===== config.mk =====
export PLATFORM = sky130hd
export DESIGN_NAME = multichannel_biquad_four_structures_unit
export DESIGN_NICKNAME = d
export VERILOG_FILES = /design/src/rtl/mbq_pkg.sv /design/src/rtl/mbq_ram.sv /design/src/rtl/mbq_ctrl.sv /design/src/rtl/mbq_datapath.sv /design/src/rtl/multichannel_biquad_four_structures_unit.sv
export SDC_FILE = /design/constraint.sdc
export NUM_CORES = 2
export LEC_CHECK = 0
export BUFFER_PORTS_ARGS = -buffer_cell sky130_fd_sc_hd__buf_2
export CORE_MARGIN = 3
export CORE_UTILIZATION = 50
export CTS_BUF_LIST = sky130_fd_sc_hd__clkbuf_8 sky130_fd_sc_hd__clkbuf_16
export DETAILED_ROUTE_END_ITERATION = 10
export GPL_ROUTABILITY_DRIVEN = 1
export HOLD_SLACK_MARGIN = 0.08
export PLACE_DENSITY = 0.71
export SLEW_MARGIN = 20
export SYNTH_ARGS = -nofsm -noshare
export SYNTH_HDL_FRONTEND = slang
export SYNTH_SLANG_ARGS = --single-unit

===== constraint.sdc =====
create_clock -name aclk -period 36.8 [get_ports aclk]
set_input_delay 9.2 -clock aclk [delete_from_list [all_inputs] [get_ports aclk]]
set_output_delay 9.2 -clock aclk [all_outputs]
set_load 0.05 [all_outputs]

===== src/rtl/mbq_pkg.sv =====
// ----------------------------------------------------------------------------
// mbq_pkg
// Shared types, constants and microprogram table for the multichannel biquad.
// ----------------------------------------------------------------------------
package mbq_pkg;

    localparam int CHAN_W   = 3;
    localparam int SAMPLE_W = 24;
    localparam int COEF_W   = 32;
    localparam int STATE_W  = 40;
    localparam int ACC_W    = 48;
    localparam int MUL_A_W  = 24;
    localparam int PROD_W   = MUL_A_W + COEF_W;
    localparam int LO_W     = PROD_W - 16;
    localparam int PC_W     = 4;
    localparam int ROW_W    = 4 * STATE_W;
    localparam int REG_IDX_W = 3;

    // configuration register indexes
    localparam logic [REG_IDX_W-1:0] REG_COEF_B0   = 3'd0;
    localparam logic [REG_IDX_W-1:0] REG_COEF_B1   = 3'd1;
    localparam logic [REG_IDX_W-1:0] REG_COEF_B2   = 3'd2;
    localparam logic [REG_IDX_W-1:0] REG_COEF_A1   = 3'd3;
    localparam logic [REG_IDX_W-1:0] REG_COEF_A2   = 3'd4;
    localparam logic [REG_IDX_W-1:0] REG_STRUCTURE = 3'd5;

    typedef enum logic [1:0] {
        STRUCT_DF1  = 2'd0,
        STRUCT_DF2  = 2'd1,
        STRUCT_TDF1 = 2'd2,
        STRUCT_TDF2 = 2'd3
    } structure_t;

    typedef enum logic [2:0] {
        K_LOAD,
        K_ADD,
        K_MAC,
        K_STORE,
        K_DONE
    } kind_t;

    typedef enum logic [2:0] {
        SRC_ZERO,
        SRC_X,
        SRC_Y,
        SRC_W,
        SRC_D0,
        SRC_D1,
        SRC_D2,
        SRC_D3
    } src_t;

    typedef enum logic [2:0] {
        CF_B0,
        CF_B1,
        CF_B2,
        CF_A1,
        CF_A2
    } coef_t;

    typedef enum logic [2:0] {
        DST_W,
        DST_Y,
        DST_N0,
        DST_N1,
        DST_N2,
        DST_N3
    } dst_t;

    typedef struct packed {
        kind_t kind;
        src_t  src;
        coef_t coef;
        dst_t  dst;
    } instr_t;

    typedef enum logic [3:0] {
        DP_NOP,
        DP_ACCEPT,
        DP_FETCH,
        DP_LOAD,
        DP_ADD,
        DP_MUL_LO,
        DP_MUL_HI,
        DP_ACC,
        DP_STORE,
        DP_FINISH
    } dp_op_t;

    typedef struct packed {
        dp_op_t op;
        src_t   src;
        coef_t  coef;
        dst_t   dst;
    } dp_cmd_t;

    typedef struct packed {
        logic       in_range;
        logic       out_free;
        structure_t structure;
    } dp_status_t;

    function automatic instr_t mk(kind_t k, src_t s, coef_t c, dst_t d);
        instr_t r;
        r.kind = k;
        r.src  = s;
        r.coef = c;
        r.dst  = d;
        return r;
    endfunction

    // delay slots d0..d3 per structure:
    //   direct I:      x1, x2, y1, y2
    //   direct II:     w1, w2
    //   transposed I:  in1, in2, mid1, mid2
    //   transposed II: in1, in2
    // store loads the accumulator with src in the same cycle
    function automatic instr_t prog(structure_t s, logic [PC_W-1:0] pc);
        instr_t r;
        r = mk(K_DONE, SRC_ZERO, CF_B0, DST_Y);
        case (s)
            STRUCT_DF1: begin
                case (pc)
                    4'd0: r = mk(K_LOAD,  SRC_ZERO, CF_B0, DST_Y);
                    4'd1: r = mk(K_MAC,   SRC_X,    CF_B0, DST_Y);
                    4'd2: r = mk(K_MAC,   SRC_D0,   CF_B1, DST_Y);
                    4'd3: r = mk(K_MAC,   SRC_D1,   CF_B2, DST_Y);
                    4'd4: r = mk(K_MAC,   SRC_D2,   CF_A1, DST_Y);
                    4'd5: r = mk(K_MAC,   SRC_D3,   CF_A2, DST_Y);
                    4'd6: r = mk(K_STORE, SRC_ZERO, CF_B0, DST_Y);
                    default: r = mk(K_DONE, SRC_ZERO, CF_B0, DST_Y);
                endcase
            end
            STRUCT_DF2: begin
                case (pc)
                    4'd0: r = mk(K_LOAD,  SRC_X,    CF_B0, DST_Y);
                    4'd1: r = mk(K_MAC,   SRC_D0,   CF_A1, DST_Y);
                    4'd2: r = mk(K_MAC,   SRC_D1,   CF_A2, DST_Y);
                    4'd3: r = mk(K_STORE, SRC_ZERO, CF_B0, DST_W);
                    4'd4: r = mk(K_MAC,   SRC_W,    CF_B0, DST_Y);
                    4'd5: r = mk(K_MAC,   SRC_D0,   CF_B1, DST_Y);
                    4'd6: r = mk(K_MAC,   SRC_D1,   CF_B2, DST_Y);
                    4'd7: r = mk(K_STORE, SRC_ZERO, CF_B0, DST_Y);
                    default: r = mk(K_DONE, SRC_ZERO, CF_B0, DST_Y);
                endcase
            end
            STRUCT_TDF1: begin
                case (pc)
                    4'd0:  r = mk(K_LOAD,  SRC_X,    CF_B0, DST_Y);
                    4'd1:  r = mk(K_ADD,   SRC_D3,   CF_B0, DST_Y);
                    4'd2:  r = mk(K_STORE, SRC_D1,   CF_B0, DST_W);
                    4'd3:  r = mk(K_MAC,   SRC_W,    CF_B0, DST_Y);
                    4'd4:  r = mk(K_STORE, SRC_D0,   CF_B0, DST_Y);
                    4'd5:  r = mk(K_MAC,   SRC_W,    CF_B1, DST_Y);
                    4'd6:  r = mk(K_STORE, SRC_D2,   CF_B0, DST_N1);
                    4'd7:  r = mk(K_MAC,   SRC_W,    CF_A1, DST_Y);
                    4'd8:  r = mk(K_STORE, SRC_ZERO, CF_B0, DST_N3);
                    4'd9:  r = mk(K_MAC,   SRC_W,    CF_B2, DST_Y);
                    4'd10: r = mk(K_STORE, SRC_ZERO, CF_B0, DST_N0);
                    4'd11: r = mk(K_MAC,   SRC_W,    CF_A2, DST_Y);
                    4'd12: r = mk(K_STORE, SRC_ZERO, CF_B0, DST_N2);
                    default: r = mk(K_DONE, SRC_ZERO, CF_B0, DST_Y);
                endcase
            end
            default: begin
                case (pc)
                    4'd0: r = mk(K_LOAD,  SRC_D1,   CF_B0, DST_Y);
                    4'd1: r = mk(K_MAC,   SRC_X,    CF_B0, DST_Y);
                    4'd2: r = mk(K_STORE, SRC_D0,   CF_B0, DST_Y);
                    4'd3: r = mk(K_MAC,   SRC_X,    CF_B1, DST_Y);
                    4'd4: r = mk(K_MAC,   SRC_Y,    CF_A1, DST_Y);
                    4'd5: r = mk(K_STORE, SRC_ZERO, CF_B0, DST_N1);
                    4'd6: r = mk(K_MAC,   SRC_X,    CF_B2, DST_Y);
                    4'd7: r = mk(K_MAC,   SRC_Y,    CF_A2, DST_Y);
                    4'd8: r = mk(K_STORE, SRC_ZERO, CF_B0, DST_N0);
                    default: r = mk(K_DONE, SRC_ZERO, CF_B0, DST_Y);
                endcase
            end
        endcase
        return r;
    endfunction

endpackage


===== src/rtl/mbq_ram.sv =====
// ----------------------------------------------------------------------------
// mbq_ram
// Generic single-port-write, single-port-read RAM with registered read data.
// ----------------------------------------------------------------------------
module mbq_ram #(
    parameter int WIDTH = 160,
    parameter int DEPTH = 8
) (
    input  logic                                   aclk,
    input  logic                                   wr_en,
    input  logic [(DEPTH > 1 ? $clog2(DEPTH) : 1)-1:0] wr_addr,
    input  logic [WIDTH-1:0]                       wr_data,
    input  logic [(DEPTH > 1 ? $clog2(DEPTH) : 1)-1:0] rd_addr,
    output logic [WIDTH-1:0]                       rd_data
);

    logic [WIDTH-1:0] mem [DEPTH];

    always_ff @(posedge aclk) begin
        if (wr_en) begin
            mem[wr_addr] <= wr_data;
        end
        rd_data <= mem[rd_addr];
    end

endmodule


===== src/rtl/mbq_ctrl.sv =====
// ----------------------------------------------------------------------------
// mbq_ctrl
// Sequencer: walks the microprogram of the selected structure and issues
// datapath commands; each product term issues MUL_LO, MUL_HI and ACC in turn.
// ----------------------------------------------------------------------------
module mbq_ctrl (
    input  logic                aclk,
    input  logic                aresetn,
    input  logic                s_tvalid,
    output logic                s_tready,
    input  mbq_pkg::dp_status_t status,
    output mbq_pkg::dp_cmd_t    cmd
);

    typedef enum logic [5:0] {
        ST_IDLE   = 6'b000001,
        ST_FETCH  = 6'b000010,
        ST_EXEC   = 6'b000100,
        ST_MUL_HI = 6'b001000,
        ST_ACC    = 6'b010000,
        ST_FINISH = 6'b100000
    } state_t;

    state_t                     state_reg, state_next;
    logic [mbq_pkg::PC_W-1:0]   pc_reg, pc_next;
    mbq_pkg::instr_t            instr;

    assign instr    = mbq_pkg::prog(status.structure, pc_reg);
    assign s_tready = (state_reg == ST_IDLE);

    always_comb begin
        state_next = state_reg;
        pc_next    = pc_reg;
        cmd.op     = mbq_pkg::DP_NOP;
        cmd.src    = instr.src;
        cmd.coef   = instr.coef;
        cmd.dst    = instr.dst;
        case (state_reg)
            ST_IDLE: begin
                if (s_tvalid) begin
                    cmd.op     = mbq_pkg::DP_ACCEPT;
                    state_next = ST_FETCH;
                end
            end
            ST_FETCH: begin
                cmd.op     = mbq_pkg::DP_FETCH;
                pc_next    = '0;
                state_next = status.in_range ? ST_EXEC : ST_FINISH;
            end
            ST_EXEC: begin
                case (instr.kind)
                    mbq_pkg::K_LOAD: begin
                        cmd.op  = mbq_pkg::DP_LOAD;
                        pc_next = pc_reg + 1'b1;
                    end
                    mbq_pkg::K_ADD: begin
                        cmd.op  = mbq_pkg::DP_ADD;
                        pc_next = pc_reg + 1'b1;
                    end
                    mbq_pkg::K_STORE: begin
                        cmd.op  = mbq_pkg::DP_STORE;
                        pc_next = pc_reg + 1'b1;
                    end
                    mbq_pkg::K_MAC: begin
                        cmd.op     = mbq_pkg::DP_MUL_LO;
                        state_next = ST_MUL_HI;
                    end
                    default: begin
                        state_next = ST_FINISH;
                    end
                endcase
            end
            ST_MUL_HI: begin
                cmd.op     = mbq_pkg::DP_MUL_HI;
                state_next = ST_ACC;
            end
            ST_ACC: begin
                cmd.op     = mbq_pkg::DP_ACC;
                pc_next    = pc_reg + 1'b1;
                state_next = ST_EXEC;
            end
            ST_FINISH: begin
                // wait for the output register to drain
                if (status.out_free) begin
                    cmd.op     = mbq_pkg::DP_FINISH;
                    state_next = ST_IDLE;
                end
            end
            default: begin
                state_next = ST_IDLE;
            end
        endcase
    end

    always_ff @(posedge aclk) begin
        if (!aresetn) begin
            state_reg <= ST_IDLE;
            pc_reg    <= '0;
        end else begin
            state_reg <= state_next;
            pc_reg    <= pc_next;
        end
    end

endmodule


===== src/rtl/mbq_datapath.sv =====
// ----------------------------------------------------------------------------
// mbq_datapath
// Coefficient registers, per-channel delay memory, shared 24x32 multiplier,
// 48-bit accumulator with saturation, and the output register.
// ----------------------------------------------------------------------------
module mbq_datapath #(
    parameter int CHANNELS = 8
) (
    input  logic                               aclk,
    input  logic                               aresetn,
    input  mbq_pkg::dp_cmd_t                   cmd,
    output mbq_pkg::dp_status_t                status,
    input  logic [31:0]                        s_tdata,
    output logic                               m_tvalid,
    input  logic                               m_tready,
    output logic [31:0]                        m_tdata,
    input  logic                               cfg_wr_en,
    input  logic [mbq_pkg::REG_IDX_W-1:0]      cfg_index,
    input  logic [mbq_pkg::COEF_W-1:0]         cfg_wr_data
);

    localparam int AW = (CHANNELS > 1) ? $clog2(CHANNELS) : 1;
    localparam int SW = mbq_pkg::STATE_W;

    // configuration
    logic signed [mbq_pkg::COEF_W-1:0] coef_b0_reg, coef_b1_reg, coef_b2_reg;
    logic signed [mbq_pkg::COEF_W-1:0] coef_a1_reg, coef_a2_reg;
    mbq_pkg::structure_t               structure_reg;
    logic [CHANNELS-1:0]               valid_reg;

    // working registers
    logic [mbq_pkg::CHAN_W-1:0]          chan_reg;
    logic signed [mbq_pkg::SAMPLE_W-1:0] x_reg, y_reg;
    logic signed [SW-1:0]                w_reg;
    logic signed [SW-1:0]                d_reg [4];
    logic signed [SW-1:0]                n_reg [4];
    logic signed [mbq_pkg::ACC_W-1:0]    acc_reg;
    logic signed [mbq_pkg::PROD_W-1:0]   prod_reg;
    logic signed [mbq_pkg::LO_W-1:0]     lo_reg;

    // output register
    logic                                m_valid_reg;
    logic [mbq_pkg::CHAN_W-1:0]          out_chan_reg;
    logic [mbq_pkg::SAMPLE_W-1:0]        out_sample_reg;

    logic [AW+mbq_pkg::CHAN_W-1:0] s_chan_ext, chan_ext;
    logic [AW-1:0]                 s_addr, chan_addr;
    logic                          in_range;
    logic [mbq_pkg::ROW_W-1:0]     ram_rdata, ram_wdata;
    logic                          ram_we;

    logic signed [SW-1:0]                src_val;
    logic signed [mbq_pkg::COEF_W-1:0]   coef_val;
    logic signed [mbq_pkg::MUL_A_W-1:0]  mul_a;
    logic signed [mbq_pkg::PROD_W-1:0]   mul_p;
    logic signed [mbq_pkg::PROD_W:0]     term_sum;
    logic signed [mbq_pkg::ACC_W-1:0]    term;
    logic signed [SW-1:0]                acc_sat_state;
    logic signed [mbq_pkg::SAMPLE_W-1:0] acc_sat_sample;
    logic signed [SW-1:0]                x_ext, y_ext;

    function automatic logic signed [SW-1:0] sat_state(
        logic signed [mbq_pkg::ACC_W-1:0] v
    );
        logic [mbq_pkg::ACC_W-SW:0] top;
        top = v[mbq_pkg::ACC_W-1:SW-1];
        if ((&top) || !(|top)) begin
            return v[SW-1:0];
        end
        return v[mbq_pkg::ACC_W-1] ? {1'b1, {(SW-1){1'b0}}} : {1'b0, {(SW-1){1'b1}}};
    endfunction

    function automatic logic signed [mbq_pkg::SAMPLE_W-1:0] sat_sample(
        logic signed [mbq_pkg::ACC_W-1:0] v
    );
        logic [mbq_pkg::ACC_W-mbq_pkg::SAMPLE_W:0] top;
        top = v[mbq_pkg::ACC_W-1:mbq_pkg::SAMPLE_W-1];
        if ((&top) || !(|top)) begin
            return v[mbq_pkg::SAMPLE_W-1:0];
        end
        return v[mbq_pkg::ACC_W-1] ? {1'b1, {(mbq_pkg::SAMPLE_W-1){1'b0}}}
                                   : {1'b0, {(mbq_pkg::SAMPLE_W-1){1'b1}}};
    endfunction

    assign s_chan_ext = {{AW{1'b0}}, s_tdata[mbq_pkg::CHAN_W-1:0]};
    assign s_addr     = s_chan_ext[AW-1:0];
    assign chan_ext   = {{AW{1'b0}}, chan_reg};
    assign chan_addr  = chan_ext[AW-1:0];
    assign in_range   = (chan_ext < CHANNELS);

    assign status.in_range  = in_range;
    assign status.out_free  = !m_valid_reg || m_tready;
    assign status.structure = structure_reg;

    assign m_tvalid = m_valid_reg;
    assign m_tdata  = {{(32 - mbq_pkg::SAMPLE_W - mbq_pkg::CHAN_W){1'b0}},
                       out_sample_reg, out_chan_reg};

    assign x_ext = {{(SW - mbq_pkg::SAMPLE_W){x_reg[mbq_pkg::SAMPLE_W-1]}}, x_reg};
    assign y_ext = {{(SW - mbq_pkg::SAMPLE_W){y_reg[mbq_pkg::SAMPLE_W-1]}}, y_reg};

    always_comb begin
        case (cmd.src)
            mbq_pkg::SRC_X:  src_val = x_ext;
            mbq_pkg::SRC_Y:  src_val = y_ext;
            mbq_pkg::SRC_W:  src_val = w_reg;
            mbq_pkg::SRC_D0: src_val = d_reg[0];
            mbq_pkg::SRC_D1: src_val = d_reg[1];
            mbq_pkg::SRC_D2: src_val = d_reg[2];
            mbq_pkg::SRC_D3: src_val = d_reg[3];
            default:         src_val = '0;
        endcase
    end

    always_comb begin
        case (cmd.coef)
            mbq_pkg::CF_B0: coef_val = coef_b0_reg;
            mbq_pkg::CF_B1: coef_val = coef_b1_reg;
            mbq_pkg::CF_B2: coef_val = coef_b2_reg;
            mbq_pkg::CF_A1: coef_val = coef_a1_reg;
            mbq_pkg::CF_A2: coef_val = coef_a2_reg;
            default:        coef_val = '0;
        endcase
    end

    // operand split: low 16 bits unsigned, upper 24 bits signed
    assign mul_a = (cmd.op == mbq_pkg::DP_MUL_LO)
                 ? {{(mbq_pkg::MUL_A_W - 16){1'b0}}, src_val[15:0]}
                 : src_val[SW-1:16];
    assign mul_p = mul_a * coef_val;

    // floor(hi * c / 2^12 + floor(lo * c / 2^16) / 2^12) == floor(s * c / 2^28)
    assign term_sum = {prod_reg[mbq_pkg::PROD_W-1], prod_reg}
                    + {{(mbq_pkg::PROD_W + 1 - mbq_pkg::LO_W){lo_reg[mbq_pkg::LO_W-1]}},
                       lo_reg};
    assign term = {{(mbq_pkg::ACC_W - (mbq_pkg::PROD_W + 1 - 12)){term_sum[mbq_pkg::PROD_W]}},
                   term_sum[mbq_pkg::PROD_W:12]};

    assign acc_sat_state  = sat_state(acc_reg);
    assign acc_sat_sample = sat_sample(acc_reg);

    always_comb begin
        case (structure_reg)
            mbq_pkg::STRUCT_DF1:
                ram_wdata = {d_reg[2], y_ext, d_reg[0], x_ext};
            mbq_pkg::STRUCT_DF2:
                ram_wdata = {d_reg[3], d_reg[2], d_reg[0], w_reg};
            default:
                ram_wdata = {n_reg[3], n_reg[2], n_reg[1], n_reg[0]};
        endcase
    end

    assign ram_we = (cmd.op == mbq_pkg::DP_FINISH) && in_range;

    mbq_ram #(
        .WIDTH (mbq_pkg::ROW_W),
        .DEPTH (CHANNELS)
    ) u_state_ram (
        .aclk    (aclk),
        .wr_en   (ram_we),
        .wr_addr (chan_addr),
        .wr_data (ram_wdata),
        .rd_addr (s_addr),
        .rd_data (ram_rdata)
    );

    // configuration and control state
    always_ff @(posedge aclk) begin
        if (!aresetn) begin
            coef_b0_reg   <= 32'sd268435456;
            coef_b1_reg   <= '0;
            coef_b2_reg   <= '0;
            coef_a1_reg   <= '0;
            coef_a2_reg   <= '0;
            structure_reg <= mbq_pkg::STRUCT_TDF2;
            valid_reg     <= '0;
            m_valid_reg   <= 1'b0;
        end else begin
            if (cfg_wr_en) begin
                case (cfg_index)
                    mbq_pkg::REG_COEF_B0: coef_b0_reg <= cfg_wr_data;
                    mbq_pkg::REG_COEF_B1: coef_b1_reg <= cfg_wr_data;
                    mbq_pkg::REG_COEF_B2: coef_b2_reg <= cfg_wr_data;
                    mbq_pkg::REG_COEF_A1: coef_a1_reg <= cfg_wr_data;
                    mbq_pkg::REG_COEF_A2: coef_a2_reg <= cfg_wr_data;
                    mbq_pkg::REG_STRUCTURE: begin
                        // a new structure starts every channel from zero
                        if (cfg_wr_data[1:0] != structure_reg) begin
                            structure_reg <= mbq_pkg::structure_t'(cfg_wr_data[1:0]);
                            valid_reg     <= '0;
                        end
                    end
                    default: ;
                endcase
            end
            if (ram_we) begin
                valid_reg[chan_addr] <= 1'b1;
            end
            if (cmd.op == mbq_pkg::DP_FINISH) begin
                m_valid_reg <= 1'b1;
            end else if (m_tready) begin
                m_valid_reg <= 1'b0;
            end
        end
    end

    // working registers
    always_ff @(posedge aclk) begin
        case (cmd.op)
            mbq_pkg::DP_ACCEPT: begin
                chan_reg <= s_tdata[mbq_pkg::CHAN_W-1:0];
                x_reg    <= s_tdata[mbq_pkg::CHAN_W +: mbq_pkg::SAMPLE_W];
            end
            mbq_pkg::DP_FETCH: begin
                // rows of channels not yet written read as zero
                for (int i = 0; i < 4; i++) begin
                    d_reg[i] <= valid_reg[chan_addr] ? ram_rdata[i*SW +: SW] : '0;
                end
                y_reg <= '0;
            end
            mbq_pkg::DP_LOAD: begin
                acc_reg <= {{(mbq_pkg::ACC_W - SW){src_val[SW-1]}}, src_val};
            end
            mbq_pkg::DP_ADD: begin
                acc_reg <= acc_reg + {{(mbq_pkg::ACC_W - SW){src_val[SW-1]}}, src_val};
            end
            mbq_pkg::DP_MUL_LO: begin
                prod_reg <= mul_p;
            end
            mbq_pkg::DP_MUL_HI: begin
                prod_reg <= mul_p;
                lo_reg   <= prod_reg[mbq_pkg::PROD_W-1:16];
            end
            mbq_pkg::DP_ACC: begin
                acc_reg <= acc_reg + term;
            end
            mbq_pkg::DP_STORE: begin
                case (cmd.dst)
                    mbq_pkg::DST_W:  w_reg    <= acc_sat_state;
                    mbq_pkg::DST_Y:  y_reg    <= acc_sat_sample;
                    mbq_pkg::DST_N0: n_reg[0] <= acc_sat_state;
                    mbq_pkg::DST_N1: n_reg[1] <= acc_sat_state;
                    mbq_pkg::DST_N2: n_reg[2] <= acc_sat_state;
                    mbq_pkg::DST_N3: n_reg[3] <= acc_sat_state;
                    default: ;
                endcase
                acc_reg <= {{(mbq_pkg::ACC_W - SW){src_val[SW-1]}}, src_val};
            end
            mbq_pkg::DP_FINISH: begin
                out_chan_reg   <= chan_reg;
                out_sample_reg <= y_reg;
            end
            default: ;
        endcase
    end

endmodule


===== src/rtl/multichannel_biquad_four_structures_unit.sv =====
// ----------------------------------------------------------------------------
// multichannel_biquad_four_structures_unit
// Multichannel second-order IIR section, direct I/II and transposed I/II.
//
//   channel | dir | bits | contents
//   s_      | in  | 27   | channel, in_sample (Q1.23)
//   m_      | out | 27   | out_channel, out_sample (Q1.23, saturated)
//   cfg_    | in  | 32   | b0, b1, b2, a1, a2 (Q4.28), structure
//
// Each sample runs the microprogram of its structure on the one 24x32
// multiplier, each product term passing through a low half, a high half and
// an accumulate step; a channel outside the range skips the microprogram.
// Synchronous reset clears all delay state through per-channel valid bits.
// A finished sample waits in the output register; the next input is taken
// meanwhile and stalls only at its own writeback if that sample is not taken.
// ----------------------------------------------------------------------------
module multichannel_biquad_four_structures_unit #(
    parameter int CHANNELS = 8
) (
    input  logic                              aclk,
    input  logic                              aresetn,
    input  logic                              s_tvalid,
    output logic                              s_tready,
    input  logic [31:0]                       s_tdata,   // channel, in_sample
    output logic                              m_tvalid,
    input  logic                              m_tready,
    output logic [31:0]                       m_tdata,   // out_channel, out_sample
    input  logic                              cfg_wr_en,
    input  logic [mbq_pkg::REG_IDX_W-1:0]     cfg_index,
    input  logic [mbq_pkg::COEF_W-1:0]        cfg_wr_data
);

    mbq_pkg::dp_cmd_t    cmd;
    mbq_pkg::dp_status_t status;

    mbq_ctrl u_ctrl (
        .aclk     (aclk),
        .aresetn  (aresetn),
        .s_tvalid (s_tvalid),
        .s_tready (s_tready),
        .status   (status),
        .cmd      (cmd)
    );

    mbq_datapath #(
        .CHANNELS (CHANNELS)
    ) u_datapath (
        .aclk        (aclk),
        .aresetn     (aresetn),
        .cmd         (cmd),
        .status      (status),
        .s_tdata     (s_tdata),
        .m_tvalid    (m_tvalid),
        .m_tready    (m_tready),
        .m_tdata     (m_tdata),
        .cfg_wr_en   (cfg_wr_en),
        .cfg_index   (cfg_index),
        .cfg_wr_data (cfg_wr_data)
    );

endmodule

==> results.json <==
{
  "antenna_found_initial": 14,
  "synth_flop_cell": "edfxtp_1",
  "critPathMaxFanout": 49,
  "worst_slew_pin_slew_ps": 1190,
  "start_util_pct": 50.4,
  "timing.rr.end": "u_datapath.prod_reg[55]$_DFFE_PP_",
  "hpwlAfterDp_um": 193000,
  "drc": 0,
  "drt_iter0_drc": 7774,
  "cts_buffers": 214,
  "worst-r2r-cell-count": 36,
  "synth.distinct_cells": 111,
  "routed-via-count": 73447,
  "worstSetupPathType": "primary input to register",
  "startpoint": "m_tready",
  "reg2reg_from": "u_datapath.structure_reg[0]$_SDFFE_PN1P_",
  "cts.htree.levels": 4,
  "synth_top_family_by_area": "adder cells",
  "synth_compound_area_share_pct": 7.01,
  "top_register": "u_datapath.u_state_ram.mem",
  "cp-end-kind": "register",
  "period_minus_slack_ps": 13560,
  "slew_violations": 0,
  "syn_area_per_cell_um2": 13.4,
  "whs_ps": 441,
  "hold_buffers": 0,
  "synth-seq-area-share_pct": 52.8,
  "syn_inst": 8983,
  "synth_xor_area_share_pct": 1.39,
  "fin_skew_ps": 113,
  "yosys_warnings": 0,
  "postCtsSetupBuffers": 0,
  "netlist_area_mm2": 0.120,
  "outcome": "finished, final reports clean",
  "place_area_mm2": 0.124,
  "cts_max_path_buffers": 3,
  "ant_nets": 0,
  "chipHeight_um": 496,
  "cts_tree": "done",
  "final_nets": 10167,
  "grt_max_degree": 118,
  "fin_cells": 12367,
  "synth-edff-count": 1862,
  "drt_wl_total_um": 303000,
  "async_reset_ff_share_pct": 0,
  "gp_congestion": 0.885,
  "clk_latency_ps": 910,
  "largest_register_ffs": 1280,
  "avgRoutedWirePerCell_um": 24.5,
  "num-fill-cells": 18808,
  "clock_sinks": 2235,
  "dp.cells": 11951,
  "drive_gt1_share_pct": 14.0,
  "die-width_um": 496,
  "cts_resized": 0,
  "cp.required_ps": 37240,
  "ir_drop_mv": 0.0701,
  "rsz0062_at_grt": "no",
  "clock-root-buffer": "clkbuf_16",
  "hold_path_class": "register to register",
  "cp-endpoint": "u_datapath.u_state_ram.mem[6][132]$_DFFE_PP_",
  "grt_util_all_layers_pct": 24.6,
  "synth_fa_ha_area_share_pct": 16.3,
  "avgViaCountPerCell": 5.94,
  "leakagePower_nw": 49.9,
  "clock.fmax_mhz": 73.7,
  "crit_arrival_ps": 14000,
  "rows": 179,
  "setup_viol": 0,
  "die_area_mm2": 0.246,
  "fin_area_mm2": 0.131,
  "top_level_ports": 106,
  "core_mm2": 0.238,
  "grt_pass1_vias": 75818,
  "synth_mux_area_share_pct": 9.98,
  "rrSetupSlack_ps": 24530,
  "firstDrtPassIters": 8,
  "synth.ff_latch_count": 2235,
  "hold_viol_final": 0,
  "slew_headroom_pct": 20.2,
  "grt_pass1_wl_um": 460000,
  "synth-simple-area-share_pct": 8.01,
  "clk_pin_slew_ps": 60,
  "maxCapViolCount": 0,
  "power_density_mw_per_mm2": 48.6,
  "fin_tns_setup_ps": 0,
  "numPortBuffers": 95,
  "overflow": 0,
  "area_growth_pct": 9.41,
  "start_kind": "primary input",
  "period_share_pct": 36.9
}
==> cell type report <==
cell class,count,area [um^2],area share [%]
timing repair buffer,243,1710,1.30
multi-input combinational,5419,51600,39.3
tap,3167,3960,3.02
clock buffer,249,5860,4.46
inverter,888,3340,2.54
clock inverter,159,1480,1.12
antenna,7,17.5,0.0133
sequential,2235,63400,48.3
==> worst min path at each step <==
stage	start	endpoint	slack [ps]	cells past startpoint
2_1_floorplan	u_datapath.prod_reg[16]$_DFFE_PP_	u_datapath.lo_reg[0]$_DFFE_PP_	430	0
6_report	u_datapath.y_reg[15]$_SDFFCE_PN0P_	u_datapath.out_sample_reg[15]$_DFFE_PP_	440	0
4_1_cts	u_datapath.y_reg[15]$_SDFFCE_PN0P_	u_datapath.out_sample_reg[15]$_DFFE_PP_	430	0
3_3_place_gp	u_datapath.prod_reg[55]$_DFFE_PP_	u_datapath.lo_reg[39]$_DFFE_PP_	450	0
3_5_place_dp	u_datapath.prod_reg[55]$_DFFE_PP_	u_datapath.lo_reg[39]$_DFFE_PP_	450	0
5_1_grt	u_datapath.y_reg[15]$_SDFFCE_PN0P_	u_datapath.out_sample_reg[15]$_DFFE_PP_	440	0
==> cells in the final DEF, fill, tap and decap left out, types with 55 or more instances in the layout <==
cell | synthesis | final
a22oi_1 | 63 | 63
xnor2_1 | 125 | 125
xor2_1 | 57 | 57
mux2_2 | 204 | 204
edfxtp_1 | 1862 | 1862
a21o_1 | 150 | 150
clkbuf_16 | 0 | 216
nor2_1 | 378 | 364
mux2i_1 | 113 | 110
buf_2 | 114 | 91
fa_1 | 785 | 785
a21oi_1 | 307 | 306
nand2_1 | 1185 | 1181
nor2b_1 | 227 | 225
inv_1 | 887 | 944
buf_4 | 37 | 141
a21boi_0 | 166 | 166
and2_1 | 69 | 68
o21ai_0 | 261 | 257
nand3_1 | 58 | 55
ha_1 | 309 | 309
mux4_2 | 377 | 377
dfxtp_1 | 373 | 371
==> report_power, final <==
part / switching, mW / internal (mW) / total (mW)
Combinational: 0.783 / 0.554 / 1.34
Sequential: 0.0138 / 2.79 / 2.80
Clock: 0.974 / 1.27 / 2.24
==> cell families (layout without fill, tap and decap cells) <==
group,Yosys count,in the layout
flip-flops,2235,2235
AND/OR/NAND/NOR,2159,2159
buffers and inverters,1333,1539
AO/OA/AOI/OAI,1277,1277
adder cells (fa/ha/maj),1094,1094
multiplexers,698,698
XOR/XNOR,186,186
other,1,12
==> Yosys cell counts (all sizes together) (10+ instances only) <==
cell type	n	share of area, %
edfxtp	1862	47
nand2	1189	3.7
inv	888	2.8
fa	785	13
nor2	387	1.2
mux4	377	7.1
dfxtp	373	6.2
a21oi	317	1.4
ha	309	3.2
o21ai	293	1.2
clkbuf	230	0.72
nor2b	227	1.2
buf	215	1.0
mux2	207	2.0
a21boi	167	1.0
a21o	151	0.95
xnor2	128	0.96
mux2i	114	0.96
and2	69	0.36
a22oi	66	0.43
nand3	61	0.27
xor2	58	0.43
nand2b	54	0.28
nor3	48	0.22
a22o	37	0.27
a211oi	35	0.23
nand4	33	0.17
o21a	30	0.19
a31oi	29	0.18
o221ai	25	0.18
and3	20	0.10
o211ai	19	0.13
o21bai	18	0.11
nor4	14	0.085
or2	14	0.073
nor3b	10	0.072
or3	10	0.052
==> metal layers <==
layer  part of all wire, %  vias to the layer above  wire (um)  track usage (%)
met5                 0.018                        -         54                0
li1                      -                    31594          -                -
met1                    40                    37995     121000             34.0
met3                   8.8                      532      26800             4.37
met2                    48                     3320     146000             40.1
met4                   3.0                        6       9110             7.55
==> through the flow <==
| stage | util [%] | power (mW) | setup WS [ps] |
|---|---|---|---|
| floorplan | - | 3.85 | 14050 |
| global placement | 52.0 | 4.16 | 22460 |
| detailed placement | 52.0 | 4.18 | 22390 |
| CTS | 55.1 | 6.41 | 23250 |
| global route | 55.1 | 6.67 | 23070 |
| finish | 55.1 | 6.38 | 23240 |
==> critical path, stage by stage <==
cell and delay (ps):
buf_2 80, nand2b_1 210, nor2b_4 170, buf_4 510
nand2b_1 380, nor2_4 360, buf_4 510, buf_4 820
buf_4 870, buf_4 690
(Power assumes the default switching activity.)
